$ cat src/rtl/core/cwt_isqrt.sv
// Digit-by-digit integer square root, one result bit per cycle.
module cwt_isqrt #(
  parameter int SQ_W = 60
) (
  input  logic              clk_i,
  input  logic              rst_ni,
  input  logic              start_i,
  input  logic [SQ_W-1:0]   val_i,
  output logic              done_o,
  output logic [SQ_W/2-1:0] root_o
);
  localparam int STEPS = SQ_W / 2;
  localparam int CW    = $clog2(STEPS);

  logic            busy_q, busy_d, done_q, done_d;
  logic [CW-1:0]   cnt_q, cnt_d;
  logic [SQ_W-1:0] v_q, v_d, r_q, r_d, b_q, b_d, rb;

  always_comb begin
    busy_d = busy_q;
    done_d = 1'b0;
    cnt_d  = cnt_q;
    v_d    = v_q;
    r_d    = r_q;
    b_d    = b_q;
    rb     = r_q + b_q;
    if (start_i) begin
      busy_d = 1'b1;
      cnt_d  = '0;
      v_d    = val_i;
      r_d    = '0;
      b_d    = {2'b01, {(SQ_W-2){1'b0}}};
    end else if (busy_q) begin
      if (v_q >= rb) begin
        v_d = v_q - rb;
        r_d = (r_q >> 1) + b_q;
      end else begin
        r_d = r_q >> 1;
      end
      b_d   = b_q >> 2;
      cnt_d = cnt_q + CW'(1);
      if (cnt_q == CW'(STEPS - 1)) begin
        busy_d = 1'b0;
        done_d = 1'b1;
      end
    end
  end

  always_ff @(posedge clk_i or negedge rst_ni) begin
    if (!rst_ni) begin
      busy_q <= 1'b0;
      done_q <= 1'b0;
      cnt_q  <= '0;
    end else begin
      busy_q <= busy_d;
      done_q <= done_d;
      cnt_q  <= cnt_d;
    end
  end

  always_ff @(posedge clk_i) begin
    v_q <= v_d;
    r_q <= r_d;
    b_q <= b_d;
  end

  assign done_o = done_q;
  assign root_o = r_q[SQ_W/2-1:0];
endmodule

$ cat config.mk
export PLATFORM = sky130hd
export DESIGN_NAME = cwt_isqrt
export DESIGN_NICKNAME = d
export VERILOG_FILES = /design/src/rtl/core/cwt_isqrt.sv
export SDC_FILE = /design/constraint.sdc
export NUM_CORES = 1
export LEC_CHECK = 0
export BUFFER_PORTS_ARGS = -buffer_cell sky130_fd_sc_hd__buf_2
export CAP_MARGIN = 0
export CORE_AREA = 4 4 134 188
export CTS_CLUSTER_SIZE = 40
export DETAILED_ROUTE_END_ITERATION = 8
export DIE_AREA = 0 0 138 192
export PLACE_DENSITY = 0.88
export SYNTH_ARGS = -nofsm -noshare
export SYNTH_HDL_FRONTEND = slang
export SYNTH_SLANG_ARGS = --single-unit
$ cat constraint.sdc
create_clock -name clk_i -period 8.4 [get_ports clk_i]
set_input_delay 1.68 -clock clk_i [delete_from_list [all_inputs] [get_ports clk_i]]
set_output_delay 1.68 -clock clk_i [all_outputs]
set_load 0.03 [all_outputs]
# Word-level counts from Yosys, hierarchy flattened
# Index checks and enable logic that the tools add are counted.
# totals
word_cells	27
mem_count	0
out_inout_bits	31
romBits	0
mem_bits_rw	0
ff_bits	157
input_bits	63
latch_bits	0
# classes
reduce_logical	3
bitwise	0
multipliers	0
add_sub_neg	4
magnitude_cmp	1
div	0
shifts	0
n_mux	12
eq_ne	1
# ops
op	n
$mux W60	4
$add A59 B59 Y60	1
$add A60 B59 Y60	1
$ge A60 B60 Y1	1
$sub A60 B60 Y60	1
$mux W5	2
$mux W1	6
$add A5 B1 Y5 const B	1
$eq A5 B5 Y1 const B	1
$reduce_bool A2 Y1	2
$reduce_and A2 Y1	1

# Longest topological paths before layout
# logic_depth
ltp_word	5
ltp_mapped	27

# Worst setup path before layout
# No wires, ideal clock.
# synth_timing
path_kind	reg2reg
startpoint	register r_q[2]
endpoint	register v_q[0], enable pin
t_required_ns	7.981
synth_period_minus_slack_ns	6.007
stages_incl_launch_ff	21
setup_ns	0.419
arrival_time_ns	5.587
setup_slack_ns	2.393
cell_sequence	dfxtp_1 -> ha_1 -> a211oi_1 -> o31ai_1 -> a211oi_1 -> nor3_1 -> nor3_1 -> nor4_1 -> a311o_1 -> nor2b_1 -> o21ai_1 -> xor2_1 -> ha_1 -> nand3_1 -> nor2_1 -> nand2_1 -> or4_1 -> o21bai_1 -> o211ai_2 -> o21ai_0 -> nand2_1
# synth_between
elab_chain_cells	4
# synth_rtl
item	line	text
from (decl)	17	logic [SQ_W-1:0] v_q, v_d, r_q, r_d, b_q, b_d, rb;
from (signal assigned)	63	r_q <= r_d;
$add A60 B59 Y60	26	rb = r_q + b_q;
$ge A60 B60 Y1	34	if (v_q >= rb) begin
$reduce_bool A2 Y1 (no source line)	-	
$reduce_and A2 Y1 (no source line)	-	
to (signal assigned)	62	v_q <= v_d;
to (decl)	17	
# Every way passes these cells.
# A chain may end at the register's enable or synchronous reset.

# Worst setup path in the final report
# layout_timing
startpoint	register r_q[2]
endpoint	register v_q[14], enable pin
# The elaborated chain is that of the path after synthesis.

==> run summary <==
run status - complete, no violations
Hold Path Origin - b_q[0]$_SDFFE_PP0P_
Final Net Count - 2027
clk sinks - 157
FFs w/ async S/R, synth - 4.46%
fin worst setup slack - 1.26 ns
period utilization - 85.0%
syn nets - 2037
Post-synth EDFFs - 60
R2R Path End - v_q[14]$_DFFE_PP_
Via density - 6.57
unrepaired setup endpoints after global routing - false
die area - 26500 um^2
CP Class - reg2reg
Skew-Pair Late Insertion Delay - 0.45 ns
H-tree levels - 4
via count - 14200
DR DRC count - 0
Yosys reg bits - 157
cell count after synthesis - 1849
Max FO, Critical Path - 60
P per Cell Area - 303 nW/um^2
post_cts resized - 0
# Post-CTS Setup Buffers - 0
Setup crit end kind - flip-flop
# rows - 67
Max Cap Violations - 0
Max-slew headroom - 22.5%
layout cells sized above 1 - 9.77%
n_diodes - 0
prevailing post-synth register cell - dfxtp_1
die width - 138 um
syn avg cell area - 7.91 um^2
critical path endpoint - v_q[14]$_DFFE_PP_
Final Max Slew Viols - 0
Max VDD drop - 0.186 mV
Clock Tree Buf Depth - 2
clock share of power - 17.1%
RePlAce Congestion - 0.977
final setup violation count - 0
Slew @ Worst Pin - 1.16 ns
Int Power - 2.56 mW
Layout Area Growth over Synthesis - 6.05%
worst r2r path cells - 20
synth top area cells - dfxtp_1 12%, edfxtp_1 12%, ha_1 11%
chip height - 192 um
CTS root buf - clkbuf_16
first-pass GRT wire length - 66700 um
final setup TNS - 0 ns
Required @ worst endpoint - 8.48 ns
post-route ant nets - 0
min cycle time layout - 7.14 ns
Finished Core Util - 65.6%
Initial Util - 61.9%
PortBufs - 93
Final Hold Viols - 0
Netlist Area Pre-Place - 14600 um^2
reg2reg setup slack - 1.26 ns
post-synth top area share - 12.3%
core area - 23600 um^2
GRT Util Overall - 30.1%
WL/cell - 18.9 um
clk_skew - 0.0111 ns
origin of the worst setup path - r_q[2]$_SDFFE_PP0P_
cell taking the most area after synthesis - dfxtp_1
switching pwr - 2.15 mW
largest net degree at the start of global routing - 85
RR Startpoint - r_q[2]$_SDFFE_PP0P_
clock slew at reported path FFs - 0.07 ns
gr ovfl total - 0
Sw Ratio - 45.7%
Ports - 94
HPWL Detailed - 30200 um
CTS Hold Buffers Added - 0
Hold Path Class - reg2reg
CP Launch Type - flip-flop
register area share after synthesis - 25.8%
Arr. time, crit path - 7.22 ns
initial DRC count - 1333
yosys warns - 0
Pre-antenna DRT Iters - 6
Setup WS pre-CTS - 1.40 ns
library cells used by synthesis - 85
Gate power share - 57.2%
P_leak - 6.34 nW
Inserted Clock Buffers - 17
DRT Wirelength - 40800 um
f_max - 140 MHz
vias in the first global route - 13500
sequential share of power - 25.7%
TritonCTS clock tree - done
Pwr Total - 4.71 mW
antenna violations before repair - 0
## cell families after synthesis
| logic type | share of synthesized area, % |
|---|---|
| buffers and inverters | 5.63 |
| AOI/OAI and AO/OA | 26.8 |
| and+or+nand+nor | 19.1 |
| DFF | 25.8 |
| adders and majority gates | 10.7 |
| muxes | 3.69 |
| xor gates and xnor gates | 8.20 |
## how the worst min path moves through the flow
stage,endpoint,slack [ns],cells after the start
floorplan,b_q[58]$_SDFFE_PP1P_,0.46,2
CTS,b_q[58]$_SDFFE_PP1P_,0.54,2
global route,b_q[58]$_SDFFE_PP1P_,0.57,2
detailed placement,b_q[58]$_SDFFE_PP1P_,0.51,2
global placement,b_q[58]$_SDFFE_PP1P_,0.49,2
finish,b_q[0]$_SDFFE_PP0P_,0.54,2
## worst max-delay path, stage by stage (launching register included)
cell and delay, ns:
dfxtp_1 0.45, ha_1 0.33, a211oi_1 0.44, o31ai_1 0.20, a211oi_1 0.48, nor3_1 0.15
nor3_1 0.42, nor4_1 0.11, a311o_1 0.32, a21oi_1 0.27, nor2b_1 0.09, xnor2_1 0.13
ha_1 0.49, nand3_1 0.12, nor2_1 0.13, nand2_1 0.06, or4_1 0.53, a211oi_2 0.74
o21ai_0 0.40, nand2_2 0.17, buf_4 0.66
## synth_stat cells (all sizes together) (27+ instances only)
cell / instances
nand2: 205
nor2: 192
o21ai: 147
a21oi: 126
ha: 124
dfxtp: 90
xnor2: 81
a31oi: 67
buf: 64
clkbuf: 63
edfxtp: 60
xor2: 56
a211oi: 49
inv: 48
mux2i: 46
nand4: 38
nand3: 34
nor3: 28
o21bai: 28
a21o: 27
## metal layers
layer  part of all wire [%]  vias to the layer above  GRT usage [%]
li1                       -                     6801              -
met1                     41                     6557           38.7
met2                     47                      704           49.6
met3                    7.3                      142           5.01
met4                    4.4                        0           13.7
met5                      0                        -              0
## sequential cells by signal, summed over array words and instances, names as in the netlist
signal / cells
cnt_q: 5
done_o: 1
v_q: 60
busy_q: 1
r_q: 60
b_q: 30
## power groups by stage
stage / sequential, mW / combinational [mW] / clock [mW]
after CTS: 1.20 / 2.64 / 0.810
final: 1.21 / 2.69 / 0.807
after detailed placement: 1.21 / 2.62 / 0
after floorplan: 1.15 / 2.13 / 0
after global placement: 1.21 / 2.55 / 0
after global routing: 1.22 / 2.98 / 0.840
## placed cells by master, fill, tap and decap left out, types with 34 or more instances in the layout
cell type and n:
nand3_1 34, mux2i_1 46, nor2_1 191, inv_1 48
a31oi_1 66, nand4_1 37, xor2_1 56, nand2_1 204
ha_1 124, o21ai_0 143, a21oi_1 124, xnor2_1 81
dfxtp_1 90, a211oi_1 46, edfxtp_1 60, buf_2 92
## layout make-up
| cell class | count | area (um^2) |
|---|---|---|
| Multi-Input combinational cell | 1517 | 10000 |
| Fill cell | 1985 | 8130 |
| Sequential cell | 157 | 3780 |
| Timing Repair Buffer | 98 | 522 |
| Clock buffer | 22 | 507 |
| Tap cell | 310 | 388 |
| Inverter | 48 | 180 |
| Clock inverter | 10 | 100 |
## stage by stage
| step | area (um^2) | cells | hold WS [ns] |
|---|---|---|---|
| after floorplan | 14600 | 1849 | 0.463 |
| after global placement | 14900 | 2130 | 0.485 |
| after detailed placement | 14900 | 2130 | 0.509 |
| after CTS | 15500 | 2162 | 0.535 |
| after global routing | 15500 | 2162 | 0.574 |
| final | 15500 | 2162 | 0.544 |
Note: power is estimated with default switching activity, not from simulation.
