**src/rtl/core/cwt_div.sv**
```systemverilog
// Restoring divider, one quotient bit per cycle, quotient and remainder.
module cwt_div #(
  parameter int NW = 28,
  parameter int DW = 13
) (
  input  logic          clk_i,
  input  logic          rst_ni,
  input  logic          start_i,
  input  logic [NW-1:0] num_i,
  input  logic [DW-1:0] den_i,
  output logic          done_o,
  output logic [NW-1:0] quo_o,
  output logic [DW-1:0] rem_o
);
  localparam int CW = $clog2(NW);

  logic          busy_q, busy_d, done_q, done_d;
  logic [CW-1:0] cnt_q, cnt_d;
  logic [NW-1:0] quo_q, quo_d;
  logic [DW-1:0] rem_q, rem_d, den_q, den_d;
  logic [DW:0]   sh;

  always_comb begin
    busy_d = busy_q;
    done_d = 1'b0;
    cnt_d  = cnt_q;
    quo_d  = quo_q;
    rem_d  = rem_q;
    den_d  = den_q;
    sh     = {rem_q, quo_q[NW-1]};
    if (start_i) begin
      busy_d = 1'b1;
      cnt_d  = '0;
      quo_d  = num_i;
      rem_d  = '0;
      den_d  = den_i;
    end else if (busy_q) begin
      if (sh >= {1'b0, den_q}) begin
        rem_d = DW'(sh - {1'b0, den_q});
        quo_d = {quo_q[NW-2:0], 1'b1};
      end else begin
        rem_d = sh[DW-1:0];
        quo_d = {quo_q[NW-2:0], 1'b0};
      end
      cnt_d = cnt_q + CW'(1);
      if (cnt_q == CW'(NW - 1)) begin
        busy_d = 1'b0;
        done_d = 1'b1;
      end
    end
  end

  always_ff @(posedge clk_i or negedge rst_ni) begin
    if (!rst_ni) begin
      busy_q <= 1'b0;
      done_q <= 1'b0;
      cnt_q  <= '0;
    end else begin
      busy_q <= busy_d;
      done_q <= done_d;
      cnt_q  <= cnt_d;
    end
  end

  always_ff @(posedge clk_i) begin
    quo_q <= quo_d;
    rem_q <= rem_d;
    den_q <= den_d;
  end

  assign done_o = done_q;
  assign quo_o  = quo_q;
  assign rem_o  = rem_q;
endmodule

```
**config.mk**
```make
export PLATFORM = sky130hd
export DESIGN_NAME = cwt_div
export DESIGN_NICKNAME = d
export VERILOG_FILES = /design/src/rtl/core/cwt_div.sv
export SDC_FILE = /design/constraint.sdc
export NUM_CORES = 1
export LEC_CHECK = 0
export BUFFER_PORTS_ARGS = -buffer_cell sky130_fd_sc_hd__buf_2
export CORE_MARGIN = 2
export CORE_UTILIZATION = 40
export CTS_CLUSTER_SIZE = 30
export DETAILED_ROUTE_END_ITERATION = 7
export PLACE_DENSITY_LB_ADDON = 0.2
export REMOVE_ABC_BUFFERS = 1
export SLEW_MARGIN = 25
export SYNTH_ARGS = -nofsm -noshare
export SYNTH_HDL_FRONTEND = slang
export SYNTH_SLANG_ARGS = --single-unit
```
**constraint.sdc**
```tcl
create_clock -name clk_i -period 3.1 [get_ports clk_i]
set_clock_uncertainty 0.05 [all_clocks]
set_input_delay 0.31 -clock clk_i [delete_from_list [all_inputs] [get_ports clk_i]]
set_output_delay 0.31 -clock clk_i [all_outputs]
set_load 0.1 [all_outputs]
```
# [Word level (Yosys, flattened, before mapping)]
# Cells that the tools add are included.
[totals] register_bits=61 inputBits=44 out_inout_bits=42
[classes] addsub=2 n_lt_le_gt_ge=1 eq_ne=1 mux=12 n_reduce_logical=1
[op_table] op="2-to-1 mux 28 bit" count=2
[op_table] op="greater-or-equal comparator 14 x 13 -> 1 bit" count=1
[op_table] op="2-to-1 mux 13 bit" count=1
[op_table] op="subtractor 13 bit" count=1
[op_table] op="2-to-1 mux 5 bit" count=2
[op_table] op="2-to-1 mux 1 bit" count=7
[op_table] op="adder 5 x 1 -> 5 bit (second input constant)" count=1
[op_table] op="equality test 5 bit (second input constant)" count=1
[op_table] op="nonzero test 2 bit" count=1

# [Depth between registers and ports, before layout]
[logic_depth] word_depth=4 depth_mapped=11 ltp_nobuf=10

# [Worst setup path after synthesis]
# Ideal clock, no wire load.
[synth_path] kind="register to register" startpoint="register quo_q[27], in the netlist quo_o[27]" endpoint="register quo_q[0], in the netlist quo_o[0], data pin" setup_time_ps=260 arrival_ps=2889 setup_slack_ps=-99 stages_incl_launch_ff=12 period_less_slack_ps=3199 path_cell_list="edfxtp_1 > inv_1 > ha_1 > inv_1 > fa_1 > a21oi_1 > nand4b_1 > a21oi_2 > o31a_1 > or2_4 > buf_6 > mux2_2"
[synth_via] elab_chain_cells=4
[synth_rtl] item="start: declaration" line="19" source="logic [NW-1:0] quo_q, quo_d;"
[synth_rtl] item="start signal: assignment" line="66" source="quo_q <= quo_d;"
[synth_rtl] item="greater-or-equal comparator 14 x 13 -> 1 bit" line="38" source="if (sh >= {1'b0, den_q}) begin"
[synth_rtl] item="2-to-1 mux 1 bit" line="38"
[synth_rtl] item="2-to-1 mux 28 bit" line="37" source="end else if (busy_q) begin"
[synth_rtl] item="2-to-1 mux 28 bit" line="31" source="if (start_i) begin"
[synth_rtl] item="via quo_d[0]" line="19"
# The timed path passes the listed nets, and every way through them passes these cells. The select of a mux whose other input is x is not followed.
# A chain may end at the register's enable or synchronous reset.

# [Worst setup path in the final report]
# Same ends and word-level chain as after synthesis.

==> impl_metrics.csv <==
group,metric,value,unit
logic_synthesis,ys_warn_count,0,
sta,setup_viol,0,
global_route,grt-ovfl-total,0,
die,boundaryPins,86,
global_route,antenna_found_initial,0,
cts,cts_resized,0,
worst_hold_path,hp-class,"input port to flop",
sta,setup_tns,0,ns
global_route,grt_pass1_vias,2427,
pwr,ir_drop,458,µV
logic_synthesis,synth-compound-area-share,0.148,
cts,cts_root_buf,"clkbuf_8",
logic_synthesis,ys_top_cells_by_area,"edfxtp_1 38%, mux2_2 10%, dfxtp_1 7.9%",
cts,cts_made_buffers,9,
pwr,comb_power_share,0.476,
logic_synthesis,synthAdderAreaFrac,0.0596,
sta,rsz0062_at_grt,"false",
cts,cts_tree,"done",
cts,cts.sinks,61,
route,drc_errors,0,
critical_path,reg2reg_to,"quo_o[0]$_DFFE_PP_",
placed_design,place_inst,468,
cts,clk_latency,0.33,ns
worst_hold_path,hp-start,"den_i[8]",
finish,nNetsFinal,434,
run,maxCapViolations,0,
route,vias_per_cell,5.16,
logic_synthesis,synthCells,288,
logic_synthesis,avgSynthCellArea,11.4,µm²
logic_synthesis,synth_edf_count,41,
sta,worst_slew_pin_slew,0.576,ns
critical_path,end_kind,"flop",
critical_path,worstSetupStartpointType,"flop",
cts,cts_setup_buffers,0,
finish,syn2layout_area_growth,22.8,%
pwr,p_clk_frac,0.210,
finish,drive_above_1_share,0.374,
logic_synthesis,synth_top_family_by_area,"compound AO/OA/AOI/OAI gates",
logic_synthesis,ys_ff_latch,61,
route,dr_total_vias,2501,
route,drtIter0Drc,217,
pwr,switchingPower,1620,µW
pwr,power.density,875,nW/µm²
sta,final_hold_viol_count,0,
finish,regArea,1670,µm²
placed_design,place_ws,0.385,ns
die,placementRows,33,
critical_path,r2r_cells,10,
pwr,switching_share,0.461,
placed_design,dpl.hpwl,5380,µm
worst_hold_path,hold_path_end,"den_q[8]$_DFFE_PP_",
sta,fin_crit,2.73,ns
critical_path,crit_fanout,13,
route,dr.pass1.iters,4,
die,die_w,94.5,µm
critical_path,r2r_slack,0.37,ns
status,status,"completed",
logic_synthesis,syn-cell-area,3280,µm²
worst_hold_path,hold_depth,1,
logic_synthesis,async_flop_share,0.115,
global_route,grt.total_usage,0.170,
critical_path,crit_required,3.13,ns
critical_path,crit_arrival,2.76,ns
pwr,internal_power,1900,µW
route,wirelength,7360,µm
die,start_util,0.405,
route,ant_nets,0,
die,die_area,8930,µm²
logic_synthesis,yosysTopAreaCell,"edfxtp_1",
finish,antenna_cells,0,
logic_synthesis,synth_xor_xnor_area_share,0.0214,
sta,relSlewSlack,0.615,
logic_synthesis,yosysTopAreaCellShare,0.376,
critical_path,critical_path_class,"flop to flop",
logic_synthesis,synth.area.mux_share,0.109,
sta,fmax,366,MHz
finish,stdcell_count,485,
cts,clk_transition_reported_paths,0.07,ns
sta,fin_crit_sh,0.882,
global_route,grt_first_pass_wirelength,11700,µm
cts,cts_buffer_depth,2,
pwr,totalPowerFinal,3520,µW
placed_design,place.gp.congestion,0.778,
logic_synthesis,synth_ff_type,"edfxtp_1",
logic_synthesis,netlist-cell-type-count,50,
finish,multi_input_area,1470,µm²
die,die_h,94.5,µm
finish,fillCellCount,797,
cts,h-tree-depth,3,
critical_path,timing.rr.start,"quo_o[27]$_DFFE_PP_",
sta,fin_ws,0.366,ns
pwr,p_leak,0.00183,µW
global_route,grt_start_max_net_pins,31,
die,coreArea,8090,µm²
sta,maxSlewViolCount,0,
route,wl_per_cell,15.2,µm
logic_synthesis,synth-seq-area-share,0.509,
logic_synthesis,synthSimpleGateAreaFrac,0.111,
pwr,p_seq_frac,0.313,
placed_design,io_buffers,85,
critical path: stages (launching register included):
cell and delay (ns):
edfxtp_1 0.42, inv_1 0.08, ha_1 0.15, inv_1 0.05, fa_1 0.41, a21oi_1 0.15, nand4b_1 0.16, a21oi_2 0.10
o31a_1 0.32, or2_4 0.33, mux2_2 0.27
cell families (layout without fill, tap and decap cells):
family                   count (synthesis)  after routing
multiplexers                            32             32
AND/OR/NAND/NOR                         73             73
adder cells (fa/ha/maj)                 15             15
flip-flops                              61             61
buffers and inverters                   34            126
AO/OA/AOI/OAI                           65             65
XOR/XNOR                                 8              8
cell usage after synthesis (4+ instances only):
library cell and n:
nor2_1 23, edfxtp_1 41, a21oi_1 13, o311a_1 5, nand4_1 5, xor2_1 5, nor3_1 4, ha_1 14
nand3_1 5, dfxtp_1 13, nand2_1 15, a21o_1 8, mux2_2 30, o211ai_1 10, clkbuf_1 13, nor2b_1 4
inv_1 18, dfrtp_1 7
flip-flops by register name, summed over array words and instances, names as in the netlist:
| signal | cells |
|---|---|
| quo_o | 28 |
| den_q | 13 |
| rem_o | 13 |
| busy_q | 1 |
| done_o | 1 |
| cnt_q | 5 |
cell type report:
type	count	share of cell area
clock buffers	10	0.0317
well taps	105	0.0327
clock inverters	6	0.0196
flip-flops and latches	61	0.414
multi-input cells	193	0.366
inverters	19	0.0177
repair buffers	91	0.118
cell usage in the layout (no fill, tap or decap), types with 3 or more instances in the layout:
cell type	Yosys	routed
buf_2	1	85
edfxtp_1	41	41
mux2_2	30	30
nor2_1	23	23
inv_1	18	18
nand2_1	15	15
ha_1	14	14
a21oi_1	13	13
dfxtp_1	13	13
o211ai_1	10	10
clkbuf_8	0	9
a21o_1	8	8
dfrtp_1	7	7
nand4_1	5	5
xor2_1	5	5
o311a_1	5	5
nand3_1	5	5
buf_4	0	5
nor2b_1	4	4
nor3_1	4	4
o21ai_0	3	3
or2_2	3	3
nand2b_1	3	3
xnor2_1	3	3
a221o_1	3	3
nor4_1	3	3
o21bai_1	3	3
clkinv_2	0	3
what timing repair did:
item / in CTS / in global routing
endpoints found under the setup margin: 0 / 0
hold buffers: 1 / 0
endpoints found under the hold margin: 7 / 0
stage by stage:
stage / hold WS, ns / utilization / area (µm²)
floorplan: -0.0356 / - / 3210
global placement: 0.0988 / 0.470 / 3800
detailed placement: 0.102 / 0.470 / 3800
CTS: 0.0833 / 0.497 / 4020
global route: 0.0845 / 0.497 / 4020
finish: 0.102 / 0.497 / 4020
per-layer routing:
layer / vias to the layer above / global-route usage / part of all wire
met5: - / 0 / 0
met4: 0 / 0.0700 / 0.0083
met3: 6 / 0.0503 / 0.075
met2: 75 / 0.252 / 0.47
met1: 1161 / 0.232 / 0.45
li1: 1259 / - / -
worst max path at each step:
| stage | from | endpoint | cells after the start |
|---|---|---|---|
| finish | quo_o[27]$_DFFE_PP_ | quo_o[0]$_DFFE_PP_ | 10 |
| global route | quo_o[27]$_DFFE_PP_ | quo_o[0]$_DFFE_PP_ | 10 |
| CTS | quo_o[27]$_DFFE_PP_ | quo_o[0]$_DFFE_PP_ | 10 |
| detailed placement | quo_o[27]$_DFFE_PP_ | quo_o[0]$_DFFE_PP_ | 10 |
| global placement | quo_o[27]$_DFFE_PP_ | quo_o[0]$_DFFE_PP_ | 10 |
| floorplan | quo_o[27]$_DFFE_PP_ | quo_o[0]$_DFFE_PP_ | 10 |
power groups by stage:
stage / clock [µW] / combinational, µW / sequential, µW
finish: 740 / 1680 / 1100
global route: 786 / 1780 / 1120
CTS: 761 / 1680 / 1110
detailed placement: 0 / 1670 / 1120
global placement: 0 / 1660 / 1120
floorplan: 0 / 642 / 1830
Note: power is estimated with default switching activity, not from simulation.
